## src/hdl/fqd_pkg.sv

```systemverilog
// Shared types and constants for the queue with delete-by-value.
// Used by fqd_store and fifo_queue_with_delete. No dependencies.
package fqd_pkg;

  // Request codes
  localparam logic [1:0] REQ_ENQ = 2'd0;
  localparam logic [1:0] REQ_DEQ = 2'd1;
  localparam logic [1:0] REQ_DEL = 2'd2;

  // Status codes
  localparam logic STATUS_OK     = 1'b0;
  localparam logic STATUS_REJECT = 1'b1;

  // Control from the sequencer to the entry store
  typedef struct packed {
    logic rd_en;  // read the entry at rd_idx, data next cycle
    logic wr_en;  // write wr_data at wr_idx
    logic pop;    // advance the head past the oldest entry
  } store_ctl_t;

endpackage

```

## src/hdl/fqd_store.sv

```systemverilog
// Entry store: a ring of DEPTH entries in one synchronous memory,
// addressed by position from the oldest entry. Depends on fqd_pkg.
module fqd_store #(
  parameter int DEPTH       = 16,
  parameter int VALUE_WIDTH = 32
) (
  input  logic                     clk,
  input  logic                     rst,
  input  fqd_pkg::store_ctl_t      ctl,
  input  logic [$clog2(DEPTH)-1:0] rd_idx,
  input  logic [$clog2(DEPTH)-1:0] wr_idx,
  input  logic [VALUE_WIDTH-1:0]   wr_data,
  output logic [VALUE_WIDTH-1:0]   rd_data
);

  localparam int IDX_W = $clog2(DEPTH);
  localparam logic [IDX_W:0] DEPTH_L = (IDX_W + 1)'(DEPTH);

  logic [VALUE_WIDTH-1:0] mem [DEPTH];
  logic [IDX_W-1:0]       head;
  logic [IDX_W:0]         rd_sum;
  logic [IDX_W:0]         wr_sum;
  logic [IDX_W:0]         head_inc;
  logic [IDX_W-1:0]       rd_phys;
  logic [IDX_W-1:0]       wr_phys;
  logic [IDX_W-1:0]       head_next;

  // Map position to slot: the sum stays below twice the depth
  always_comb begin
    rd_sum    = {1'b0, head} + {1'b0, rd_idx};
    wr_sum    = {1'b0, head} + {1'b0, wr_idx};
    head_inc  = {1'b0, head} + (IDX_W + 1)'(1);
    rd_phys   = (rd_sum >= DEPTH_L) ? IDX_W'(rd_sum - DEPTH_L) : rd_sum[IDX_W-1:0];
    wr_phys   = (wr_sum >= DEPTH_L) ? IDX_W'(wr_sum - DEPTH_L) : wr_sum[IDX_W-1:0];
    head_next = (head_inc == DEPTH_L) ? '0 : head_inc[IDX_W-1:0];
  end

  always_ff @(posedge clk) begin
    if (rst) begin
      head <= '0;
    end else if (ctl.pop) begin
      head <= head_next;
    end
  end

  always_ff @(posedge clk) begin
    if (ctl.wr_en) begin
      mem[wr_phys] <= wr_data;
    end
  end

  always_ff @(posedge clk) begin
    if (ctl.rd_en) begin
      rd_data <= mem[rd_phys];
    end
  end

endmodule

```

## src/hdl/fifo_queue_with_delete.sv

```systemverilog
// Top level of the bounded queue with delete-by-value: request sequencer
// and result register. Depends on fqd_pkg and fqd_store.
//
// Usage:
//   Requests come in on the input channel (in_valid/in_ready) as req_type
//   and value_in; each gives exactly one result on the output channel
//   (out_valid/out_ready) carrying status, value_out and count.
//   One request is worked on at a time; in_ready is high only while the
//   sequencer is idle.
// Path of a request from the input transfer to the output register:
//   enqueue, unused code, and dequeue or delete refused up front: done state
//   dequeue: one memory read, then the done state
//   delete that scans, matched or not: each entry held before it is read and
//   checked in turn (read state, then check state), and later entries shift
//   down one place through the write port as it goes.
// The next request is taken as soon as the result sits in the output
// register, even if the receiver has not yet taken it. If the receiver
// stalls, a finished result holds in the sequencer until the output register
// frees, and no request is taken.
// Reset empties the queue (occupancy to zero, head to slot 0) and drops any
// result in flight. Entry contents are not cleared; only entries written
// since are ever read.
module fifo_queue_with_delete #(
  parameter int DEPTH       = 16,
  parameter int VALUE_WIDTH = 32
) (
  input  logic                         clk,
  input  logic                         rst,
  input  logic                         in_valid,
  output logic                         in_ready,
  input  logic [1:0]                   req_type,
  input  logic [VALUE_WIDTH-1:0]       value_in,
  output logic                         out_valid,
  input  logic                         out_ready,
  output logic                         status,
  output logic [VALUE_WIDTH-1:0]       value_out,
  output logic [$clog2(DEPTH+1)-1:0]   count
);

  localparam int IDX_W = $clog2(DEPTH);
  localparam int CNT_W = $clog2(DEPTH + 1);
  localparam logic [CNT_W-1:0] DEPTH_C = CNT_W'(DEPTH);

  // Sequencer states
  localparam logic [2:0] S_IDLE     = 3'd0;
  localparam logic [2:0] S_DEQ_DATA = 3'd1;
  localparam logic [2:0] S_SCAN_RD  = 3'd2;
  localparam logic [2:0] S_SCAN_CHK = 3'd3;
  localparam logic [2:0] S_DONE     = 3'd4;

  logic [2:0]             state, state_next;
  logic [CNT_W-1:0]       occ, occ_next;
  logic [IDX_W-1:0]       idx, idx_next;
  logic                   found, found_next;
  logic [VALUE_WIDTH-1:0] req_val, req_val_next;
  logic                   res_status, res_status_next;
  logic [VALUE_WIDTH-1:0] res_value, res_value_next;
  logic                   out_free;
  logic                   load_out;
  logic [CNT_W-1:0]       idx_inc;

  fqd_pkg::store_ctl_t    ctl;
  logic [IDX_W-1:0]       rd_idx;
  logic [IDX_W-1:0]       wr_idx;
  logic [VALUE_WIDTH-1:0] wr_data;
  logic [VALUE_WIDTH-1:0] rd_data;

  fqd_store #(
    .DEPTH       (DEPTH),
    .VALUE_WIDTH (VALUE_WIDTH)
  ) u_store (
    .clk     (clk),
    .rst     (rst),
    .ctl     (ctl),
    .rd_idx  (rd_idx),
    .wr_idx  (wr_idx),
    .wr_data (wr_data),
    .rd_data (rd_data)
  );

  assign in_ready = (state == S_IDLE);
  assign out_free = !out_valid || out_ready;
  assign load_out = (state == S_DONE) && out_free;
  assign idx_inc  = CNT_W'(idx) + CNT_W'(1);

  always_comb begin
    state_next      = state;
    occ_next        = occ;
    idx_next        = idx;
    found_next      = found;
    req_val_next    = req_val;
    res_status_next = res_status;
    res_value_next  = res_value;
    ctl             = '0;
    rd_idx          = idx;
    wr_idx          = occ[IDX_W-1:0];
    wr_data         = req_val;

    unique case (state)
      S_IDLE: begin
        if (in_valid) begin
          req_val_next    = value_in;
          res_value_next  = '0;
          res_status_next = fqd_pkg::STATUS_REJECT;
          state_next      = S_DONE;
          priority if (req_type == fqd_pkg::REQ_ENQ) begin
            // Append at the tail
            if (value_in != '0 && occ < DEPTH_C) begin
              ctl.wr_en       = 1'b1;
              wr_idx          = occ[IDX_W-1:0];
              wr_data         = value_in;
              occ_next        = occ + CNT_W'(1);
              res_status_next = fqd_pkg::STATUS_OK;
            end
          end else if (req_type == fqd_pkg::REQ_DEQ) begin
            // Read the oldest entry and advance the head at once
            if (occ != '0) begin
              ctl.rd_en  = 1'b1;
              ctl.pop    = 1'b1;
              rd_idx     = '0;
              occ_next   = occ - CNT_W'(1);
              state_next = S_DEQ_DATA;
            end
          end else if (req_type == fqd_pkg::REQ_DEL) begin
            if (occ != '0 && value_in != '0) begin
              idx_next   = '0;
              found_next = 1'b0;
              state_next = S_SCAN_RD;
            end
          end else begin
            res_status_next = fqd_pkg::STATUS_REJECT;
          end
        end
      end

      S_DEQ_DATA: begin
        res_value_next  = rd_data;
        res_status_next = fqd_pkg::STATUS_OK;
        state_next      = S_DONE;
      end

      S_SCAN_RD: begin
        ctl.rd_en  = 1'b1;
        rd_idx     = idx;
        state_next = S_SCAN_CHK;
      end

      S_SCAN_CHK: begin
        // After the match, move each later entry down one place
        if (found) begin
          ctl.wr_en = 1'b1;
          wr_idx    = idx - IDX_W'(1);
          wr_data   = rd_data;
        end else if (rd_data == req_val) begin
          found_next = 1'b1;
        end
        if (idx_inc == occ) begin
          if (found || rd_data == req_val) begin
            occ_next        = occ - CNT_W'(1);
            res_status_next = fqd_pkg::STATUS_OK;
          end else begin
            res_status_next = fqd_pkg::STATUS_REJECT;
          end
          state_next = S_DONE;
        end else begin
          idx_next   = idx_inc[IDX_W-1:0];
          state_next = S_SCAN_RD;
        end
      end

      S_DONE: begin
        // Hold the result until the output register frees
        if (out_free) begin
          state_next = S_IDLE;
        end
      end

      default: begin
        state_next = S_IDLE;
      end
    endcase
  end

  always_ff @(posedge clk) begin
    if (rst) begin
      state     <= S_IDLE;
      occ       <= '0;
      found     <= 1'b0;
      out_valid <= 1'b0;
    end else begin
      state <= state_next;
      occ   <= occ_next;
      found <= found_next;
      if (load_out) begin
        out_valid <= 1'b1;
      end else if (out_ready) begin
        out_valid <= 1'b0;
      end
    end
  end

  // Payload registers: no reset needed
  always_ff @(posedge clk) begin
    idx        <= idx_next;
    req_val    <= req_val_next;
    res_status <= res_status_next;
    res_value  <= res_value_next;
    if (load_out) begin
      status    <= res_status;
      value_out <= res_value;
      count     <= occ;
    end
  end

endmodule

```

## config.mk

```make
export PLATFORM = sky130hd
export DESIGN_NAME = fifo_queue_with_delete
export DESIGN_NICKNAME = d
export VERILOG_FILES = /design/src/hdl/fqd_pkg.sv /design/src/hdl/fqd_store.sv /design/src/hdl/fifo_queue_with_delete.sv
export SDC_FILE = /design/constraint.sdc
export NUM_CORES = 1
export LEC_CHECK = 0
export ABC_AREA = 1
export BUFFER_PORTS_ARGS = -buffer_cell sky130_fd_sc_hd__buf_2
export CORE_MARGIN = 10
export CORE_UTILIZATION = 45
export DETAILED_ROUTE_END_ITERATION = 6
export PLACE_DENSITY_LB_ADDON = 0.15
export SYNTH_ARGS = -nofsm -noshare
export SYNTH_HDL_FRONTEND = slang
export SYNTH_HIERARCHICAL = 1
export SYNTH_SLANG_ARGS = --single-unit
export TNS_END_PERCENT = 5
```

## constraint.sdc

```tcl
create_clock -name clk -period 8.19 [get_ports clk]
set_input_delay 0.4095 -clock clk [delete_from_list [all_inputs] [get_ports clk]]
set_output_delay 0.4095 -clock clk [all_outputs]
set_load 0.05 [all_outputs]
```

# After elaboration in Yosys (flattened, before gate mapping)

Memories as Yosys holds them, arrays and structs flattened. A register that Yosys moved wholly into a read port is not among the register bits.
Index checks and enable logic that the tools add are counted.

Register bits: 121
Bits in writable memories: 512
Bits of input ports: 38
Memories kept: 1

$add $sub $neg: 9
Magnitude comparators: 3
Eq/ne operators: 21
Muxes and demuxes: 69
Reductions and logical operators: 21

Memory list:

| name        | words | width | rd ports | clocked after Yosys merged registers in | wr ports | RTL line        | text |
|---|---|---|---|---|---|---|---|
| u_store.mem | 16    | 32    | 1        | 1                                       | 1        | fqd_store.sv:19 | `logic [VALUE_WIDTH-1:0] mem [DEPTH];` |

Operators by type and width:

| cell                  | count |
|---|---|
| $mux W32              | 5 |
| $pmux W32 S2          | 2 |
| $mux W4               | 16 |
| $mux W5               | 7 |
| $eq A32 B32 Y1        | 1 |
| $reduce_bool A32 Y1   | 1 |
| $mux W3               | 9 |
| $mux W1               | 23 |
| $pmux W3 S5           | 1 |
| $ne A2 B2 Y1 const B  | 7 |
| $reduce_and A7 Y1     | 2 |
| $sub A4 B1 Y4 const B | 3 |
| $add A4 B1 Y5 const B | 2 |
| $add A4 B4 Y5         | 2 |
| $ge A5 B5 Y1 const B  | 2 |
| $pmux W5 S2           | 1 |
| $pmux W4 S2           | 1 |
| $eq A3 B2 Y1 const B  | 2 |
| $ne A3 B1 Y1 const B  | 2 |
| $pmux W1 S2           | 3 |
| $reduce_and A2 Y1     | 3 |
| $reduce_and A6 Y1     | 1 |
| $reduce_bool A2 Y1    | 3 |
| $add A5 B1 Y5 const B | 1 |
| other kinds (19)      | 23 |

# Longest topological paths before layout

Gate-level depths: netlist of run 1.

Word-level depth: 9
Depth in mapped cells: 16
Gate-level depth less buffers: 14

# Cells and area by module

Netlist of run 1, hierarchy kept.

By module, submodules not included:

| module                 | times used | cells each | area each (µm²) |
|---|---|---|---|
| fqd_store              | 1          | 2,239      | 23,618.9 |
| fifo_queue_with_delete | 1          | 655        | 6,000.8 |

# Worst setup path after synthesis of run 1

No wires, ideal clock.

Kind: register to register
From: reg out_valid
To: reg count[0] (enable)
Setup time: 0.528 ns
Data arrival time: 4.246 ns
Setup slack: 3.415 ns
Stages on the path, launching flop included: 4
Buffers on the path: 0
Path through: dfxtp_1 inv_1 nor2_1 nor4_1

Cells in the longest elaborated chain, start to end: 3

Ends and longest elaborated chain:

| element                | RTL line                      | text |
|---|---|---|
| from (decl)            | fifo_queue_with_delete.sv:33  | `output logic out_valid,` |
| from (signal assigned) | fifo_queue_with_delete.sv:189 | `out_valid <= 1'b0;` |
| from (signal assigned) | fifo_queue_with_delete.sv:195 | `out_valid <= 1'b1;` |
| from (signal assigned) | fifo_queue_with_delete.sv:197 | `out_valid <= 1'b0;` |
| $logic_not A1 Y1       | fifo_queue_with_delete.sv:82  | `assign out_free = !out_valid \|\| out_ready;` |
| $logic_or A1 B1 Y1     | fifo_queue_with_delete.sv:82  |  |
| $logic_and A1 B1 Y1    | fifo_queue_with_delete.sv:83  | `assign load_out = (state == S_DONE) && out_free;` |
| net load_out           | fifo_queue_with_delete.sv:59  | `logic load_out;` |
| to (signal assigned)   | fifo_queue_with_delete.sv:211 | `count <= occ;` |
| to (decl)              | fifo_queue_with_delete.sv:37  | `output logic [$clog2(DEPTH+1)-1:0] count` |

The timed path passes the listed nets, and every way through them passes these cells.
A chain may end at the register's enable or synchronous reset.

# Final worst setup path of run 1

From: reg state[0]
To: reg u_store.rd_data[19] (read register of u_store.mem) (data pin)

Cells in the longest elaborated chain, start to end: 5

Ends and longest elaborated chain:

| element                                              | RTL line                      | text |
|---|---|---|
| from (decl)                                          | fifo_queue_with_delete.sv:51  | `logic [2:0] state, state_next;` |
| from (signal assigned)                               | fifo_queue_with_delete.sv:191 | `state <= state_next;` |
| $logic_not A3 Y1 *                                   | fifo_queue_with_delete.sv:99  | `unique case (state)` |
| $mux W4 *                                            | fifo_queue_with_delete.sv:99  |  |
| net rd_idx[0]                                        | fifo_queue_with_delete.sv:63  | `logic [IDX_W-1:0] rd_idx;` |
| $add A4 B4 Y5 *                                      | fqd_store.sv:30               | `rd_sum = {1'b0, head} + {1'b0, rd_idx};` |
| $sub A4 B1 Y4 / $ge A5 B5 Y1 (equally long branches) | fqd_store.sv:33               | `rd_phys = (rd_sum >= DEPTH_L) ? IDX_W'(rd_sum - DEPTH_L) : rd_sum[IDX_W-1:0];` |
| $mux W4 *                                            | fqd_store.sv:33               |  |
| to (decl)                                            | fqd_store.sv:13               | `output logic [VALUE_WIDTH-1:0] rd_data` |

The timed path passes the listed nets; every way through them passes the cells marked *.

==> impl_metrics.yaml, run 1 <==
status:
  status: "complete, no violations"
global_routing:
  grt_pass1_wl_mm: 113.1
  grt_start_max_net_pins: 155
  track_usage: 0.1907
  overflow: 0
  grt_pass1_vias: 18690
  antenna_found_initial: 1
layout:
  area_growth_pct: 12.00
  diodes: 0
  finalNetCount: 3006
  drive_gt1_frac: 0.08441
  postLayoutCellArea_sq_um: 33170
  num-fill-cells: 5653
  instances_no_fill: 3864
cts:
  cts_num_sinks: 665
  clockBufferDepth: 3
  post_cts_buffers: 0
  cts_tree: "yes"
  htree_num_levels: 3
  path_clk_slew_ns: 0.06
  cts_buffers: 70
  clockRootBuffer: "clkbuf_16"
  clkLatencyLatePin_ns: 0.61
yosys:
  synth_top_cell_area_share: 0.6600
  synth_fp_nets: 2946
  ys_async_sr_fraction: 0
  synth_flop_cell: "edfxtp_1"
  synth.most_common_cell: "nand2_1"
  synth-seq-cells: 665
  synth_top_area_cell: "edfxtp_1"
  synth_warnings: 6
  synthCells: 2894
  ys_seq_area_frac: 0.6695
  syn-cell-area_sq_um: 29620
  ys_types: 34
  synth-edff-count: 651
  synthTopCellsByCount: "718 x nand2_1, 651 x edfxtp_1, 583 x inv_1, 540 x nand3_1, 109 x nor2_1"
  syn_avg_cell_area_sq_um: 10.23
  synth_area_leaders: "edfxtp_1 66%, nand3_1 9.1%, nand2_1 9.1%"
placement:
  placed_area_sq_um: 30870
  dp.cells: 3729
  io_buffer_count: 77
  dpl.hpwl_mm: 40.79
  gp_congestion: 0.7956
power:
  ir_worst_vdd_mv: 0.1810
  seq_power_share: 0.446
  p_sw_frac: 0.3217
  comb_power_share: 0.235
  internal_power_w: 0.006556
  p_per_area_nw_per_um2: 291.4
  clock_power_share: 0.318
  power_leakage_nw: 13.99
  p_sw_w: 0.003110
timing:
  maxSlewViolCount: 0
  final.period_utilization: 0.6237
  hold_ws_ns: 0.02714
  rsz0062_at_grt: "false"
  worst_pin_slew_ns: 1.186
  setup_violations: 0
  max_freq_ghz: 0.1958
  skew_ns: 0.01650
  max-slew-margin-rel: 0.2095
  hold_violations: 0
  fin_tns_setup_ns: 0
  layout_min_cycle_time_ns: 5.108
hold_path:
  worstHoldPathType: "in2reg"
floorplanning:
  rows: 93
  initial_core_util: 0.4570
  core_sq_um: 64810
  dieArea_sq_um: 76480
  die_h_um: 276.6
  dieWidth_um: 276.6
  num_io_pins: 78
setup_path:
  crit_fanout: 128
  start_kind: "flip-flop"
  cp_data_required_time_ns: 8.54
  cp.arrival_ns: 5.46
  path_class: "reg2reg"
  end_kind: "flip-flop"
detailed_routing:
  ant_nets: 0
  post_drt_wl_per_cell_um: 19.32
  vias_per_cell: 5.080
  drc_errors: 0
  via_count: 19628
  detail_route.wirelength_mm: 74.64
  dr.pass1.iters: 5
  drtIter0Drc: 1792
job:
  drv_cap: 0
[flip-flops by register name, summed over array words and instances (netlist names)]
| register | count |
|---|---|
| res_status | 1 |
| status | 1 |
| res_value | 32 |
| found | 1 |
| occ | 5 |
| idx | 4 |
| out_valid | 1 |
| u_store/mem | 512 |
| req_val | 32 |
| value_out | 32 |
| count | 5 |
| u_store/rd_data | 32 |
| u_store/head | 4 |
| state | 3 |
[power groups by stage]
stage / Sequential, W / Combinational (W) / Clock, W
2_1_floorplan: 0.00450 / 0.00148 / 0
3_3_place_gp: 0.00438 / 0.00224 / 0
3_5_place_dp: 0.00438 / 0.00227 / 0
4_1_cts: 0.00431 / 0.00228 / 0.00314
5_1_grt: 0.00433 / 0.00252 / 0.00330
6_report: 0.00432 / 0.00227 / 0.00308
[metrics by stage]
| stage | power (W) | setup WS (ns) | util |
|---|---|---|---|
| global route | 0.01015 | 2.715 | 0.5118 |
| detailed placement | 0.006656 | 3.026 | 0.4763 |
| floorplan | 0.005981 | 3.415 | - |
| finish | 0.009666 | 3.082 | 0.5118 |
| CTS | 0.009739 | 3.024 | 0.5118 |
| global placement | 0.006618 | 3.119 | 0.4763 |
[kinds of logic (layout without fill, tap and decap cells)]
| group | count (synthesis) | count (layout) | synth area share |
|---|---|---|---|
| and+or+nand+nor | 1392 | 1392 | 0.2023 |
| buffers and inverters | 724 | 839 | 0.09682 |
| xor gates and xnor gates | 36 | 36 | 0.01153 |
| AOI/OAI and AO/OA | 63 | 63 | 0.01352 |
| adders and majority gates | 14 | 14 | 0.006421 |
| DFF | 665 | 665 | 0.6695 |
[placed cells by master (no fill, tap or decap), drive strengths merged, types with 5 or more instances in the layout]
master / synthesis / routed
nand2: 722 / 722
edfxtp: 651 / 651
inv: 594 / 596
nand3: 541 / 541
nor2: 116 / 116
buf: 83 / 110
clkbuf: 47 / 88
o211ai: 33 / 33
clkinv: 0 / 31
xnor2: 29 / 29
a21oi: 15 / 15
dfxtp: 14 / 14
o21ai: 13 / 13
ha: 12 / 12
dlygate4sd3: 0 / 8
xor2: 7 / 7
nor3: 5 / 5
[critical path, cell delays in order (launching register included)]
cell     delay (ns)
dfxtp_1        0.36
inv_2          0.08
nand3_2        0.15
nor2_4         0.11
buf_4          0.42
inv_2          0.13
nor2_2         0.33
nor2_1         0.14
ha_4           0.19
fa_4           1.54
inv_6          0.66
nand3_1        0.29
nand3_1        0.09
nand3_1        0.17
nand2_1        0.08
[final timing paths]
| check | slack [ns] | from | cells past startpoint | endpoint |
|---|---|---|---|---|
| setup / recovery | 3.08 | state[0] | 14 | u_store/rd_data[19] |
| hold / removal | 0.03 | value_in[16] | 1 | req_val[16] |
| setup reg to reg | 3.08 | state[0] | 14 | u_store/rd_data[19] |
| hold reg to reg | 0.42 | res_value[12] | 0 | value_out[12] |
[layer usage]
layer,GRT usage,share of wire,up-vias
met2,0.3204,0.48,616
met5,0,0,-
met1,0.2519,0.44,9415
met3,0.02862,0.065,100
li1,-,-,9497
met4,0.05729,0.022,0
[repair_timing]
item                                    CTS  global route
endpoints found under the setup margin    0             0
endpoints found under the hold margin     8             0
gates resized for setup                   0             0
hold buffers                              8             0
[final cells by class]
cell class,count,area [sq um],share of cell area
Sequential cell,665,19830,0.5978
Tap cell,855,1070,0.03225
Multi-Input combinational cell,1505,7088,0.2137
Inverter,594,2240,0.06751
Timing Repair Buffer,118,725.7,0.02188
Clock buffer,88,1947,0.05869
Clock inverter,39,272.8,0.008222
Power figures use the tool's default switching activity.
==> run 2, diff against run 1 <==
Clock period 8.19 ns to 4.6 ns, I/O delays scaled along.
==> impl_metrics.yaml, run 2 (synthesized netlist as in run 1, its figures left out) <==
global_routing:
  track_usage: 0.1990
  grt_pass1_wl_mm: 117.8
  overflow: 0
  grt_start_max_net_pins: 150
  antenna_found_initial: 1
  grt_pass1_vias: 19046
cts:
  htree_num_levels: 3
  clockBufferDepth: 3
  path_clk_slew_ns: 0.06
  cts_tree: "yes"
  cts_num_sinks: 665
  post_cts_buffers: 0
  clockRootBuffer: "clkbuf_16"
  cts_buffers: 69
  clkLatencyLatePin_ns: 0.61
layout:
  drive_gt1_frac: 0.08787
  regMostFlops: "u_store/mem"
  layout_commonest_cell: "nand2_1"
  diodes: 0
  area_growth_pct: 13.70
  largest_register_ffs: 512
  instances_no_fill: 3905
  final_cell_mix: "717 x nand2_1, 651 x edfxtp_1, 581 x inv_1, 540 x nand3_1, 93 x nor2_1"
  finalNetCount: 3056
setup_path:
  r2r-start: "occ[0]"
  path_class: "reg2reg"
  start_kind: "flip-flop"
  cp_data_required_time_ns: 5.08
  end_kind: "flip-flop"
  crit_fanout: 66
  startpoint: "occ[0]"
  cp.arrival_ns: 4.50
detailed_routing:
  post_drt_wl_per_cell_um: 19.83
  drtIter0Drc: 2061
  ant_nets: 0
  drc_errors: 0
  via_count: 19968
  dr.pass1.iters: 5
  detail_route.wirelength_mm: 77.45
  vias_per_cell: 5.113
timing:
  final.period_utilization: 0.8748
  rsz0062_at_grt: "false"
  layout_min_cycle_time_ns: 4.024
  max-slew-margin-rel: 0.3298
  skew_ns: 0.01900
  max_freq_ghz: 0.2485
  fin_tns_setup_ns: 0
  setup_violations: 0
  worst_pin_slew_ns: 1.002
  hold_violations: 0
  maxSlewViolCount: 0
hold_path:
  worstHoldStart: "in_valid"
  worstHoldPathType: "in2reg"
floorplanning:
  num_io_pins: 78
  dieWidth_um: 276.6
  rows: 93
  die_h_um: 276.6
  core_sq_um: 64810
  initial_core_util: 0.4570
  dieArea_sq_um: 76480
placement:
  io_buffer_count: 77
  dpl.hpwl_mm: 47.09
  gp_congestion: 0.8559
  dp.cells: 3753
status:
  status: "complete, no violations"
power:
  power_leakage_nw: 14.20
  p_per_area_nw_per_um2: 513.3
  ir_worst_vdd_mv: 0.2974
job:
  drv_cap: 0
-- run 2: layout make-up --
| class | count | area, sq um |
|---|---|---|
| fillers | 5627 | 31140 |
| flip-flops and latches | 665 | 19830 |
| multi-input cells | 1505 | 7097 |
| inverters | 594 | 2237 |
| clock buffers | 86 | 1833 |
| repair buffers | 169 | 1351 |
| well taps | 855 | 1070 |
| clock inverters | 31 | 259.0 |
-- run 2: path summary, 6_finish.rpt --
check / endpoint / slack (ns) / depth (start not counted)
min reg2reg: value_out[22] / 0.42 / 0
max reg2reg: u_store/rd_data[31] / 0.58 / 14
max: u_store/rd_data[31] / 0.58 / 14
min: state[1] / 0.16 / 7
-- run 2: worst max-delay path, stage by stage (launching register included) --
cell     delay [ns]
dfxtp_1        0.44
inv_1          0.14
ha_1           0.21
nand3_1        0.09
nand2_1        0.10
nor2_2         0.41
nor2_1         0.16
ha_4           0.20
fa_4           0.64
inv_4          0.65
buf_12         0.37
nand3_1        0.13
nand3_1        0.10
nand3_1        0.08
nand2_1        0.09
-- run 2: per-stage QoR --
step           utilization  power, W  hold slack [ns]  cell area [sq um]  setup WS [ns]
2_1_floorplan            -   0.01065           0.2991              29630         0.5122
3_3_place_gp        0.4819   0.01202           0.4021              31240         0.7459
3_5_place_dp        0.4819   0.01206           0.4052              31240         0.6175
4_1_cts             0.5196   0.01741           0.1094              33680         0.5877
5_1_grt             0.5196   0.01812           0.2073              33680         0.2818
6_report            0.5196   0.01729           0.1605              33680         0.5758
-- run 2: repair_timing --
| action | in CTS | in global routing |
|---|---|---|
| gates resized for setup | 0 | 0 |
| setup endpoints to repair | 0 | 0 |
| hold buffers | 35 | 0 |
| hold endpoints to repair | 36 | 0 |
-- run 2: layer usage --
layer,track usage,share of wire,vias up,wire length [um]
met3,0.03433,0.066,112,5110
met5,0,0,-,0
met4,0.05869,0.020,0,1587
li1,-,-,9592,-
met2,0.3174,0.46,615,35950
met1,0.2753,0.45,9649,34810
-- run 2: where the power goes --
group	internal, W	switching, W	leakage [nW]
registers	0.00747	0.000220	6.05
logic	0.00114	0.00316	7.14
clock network	0.00304	0.00226	1.01
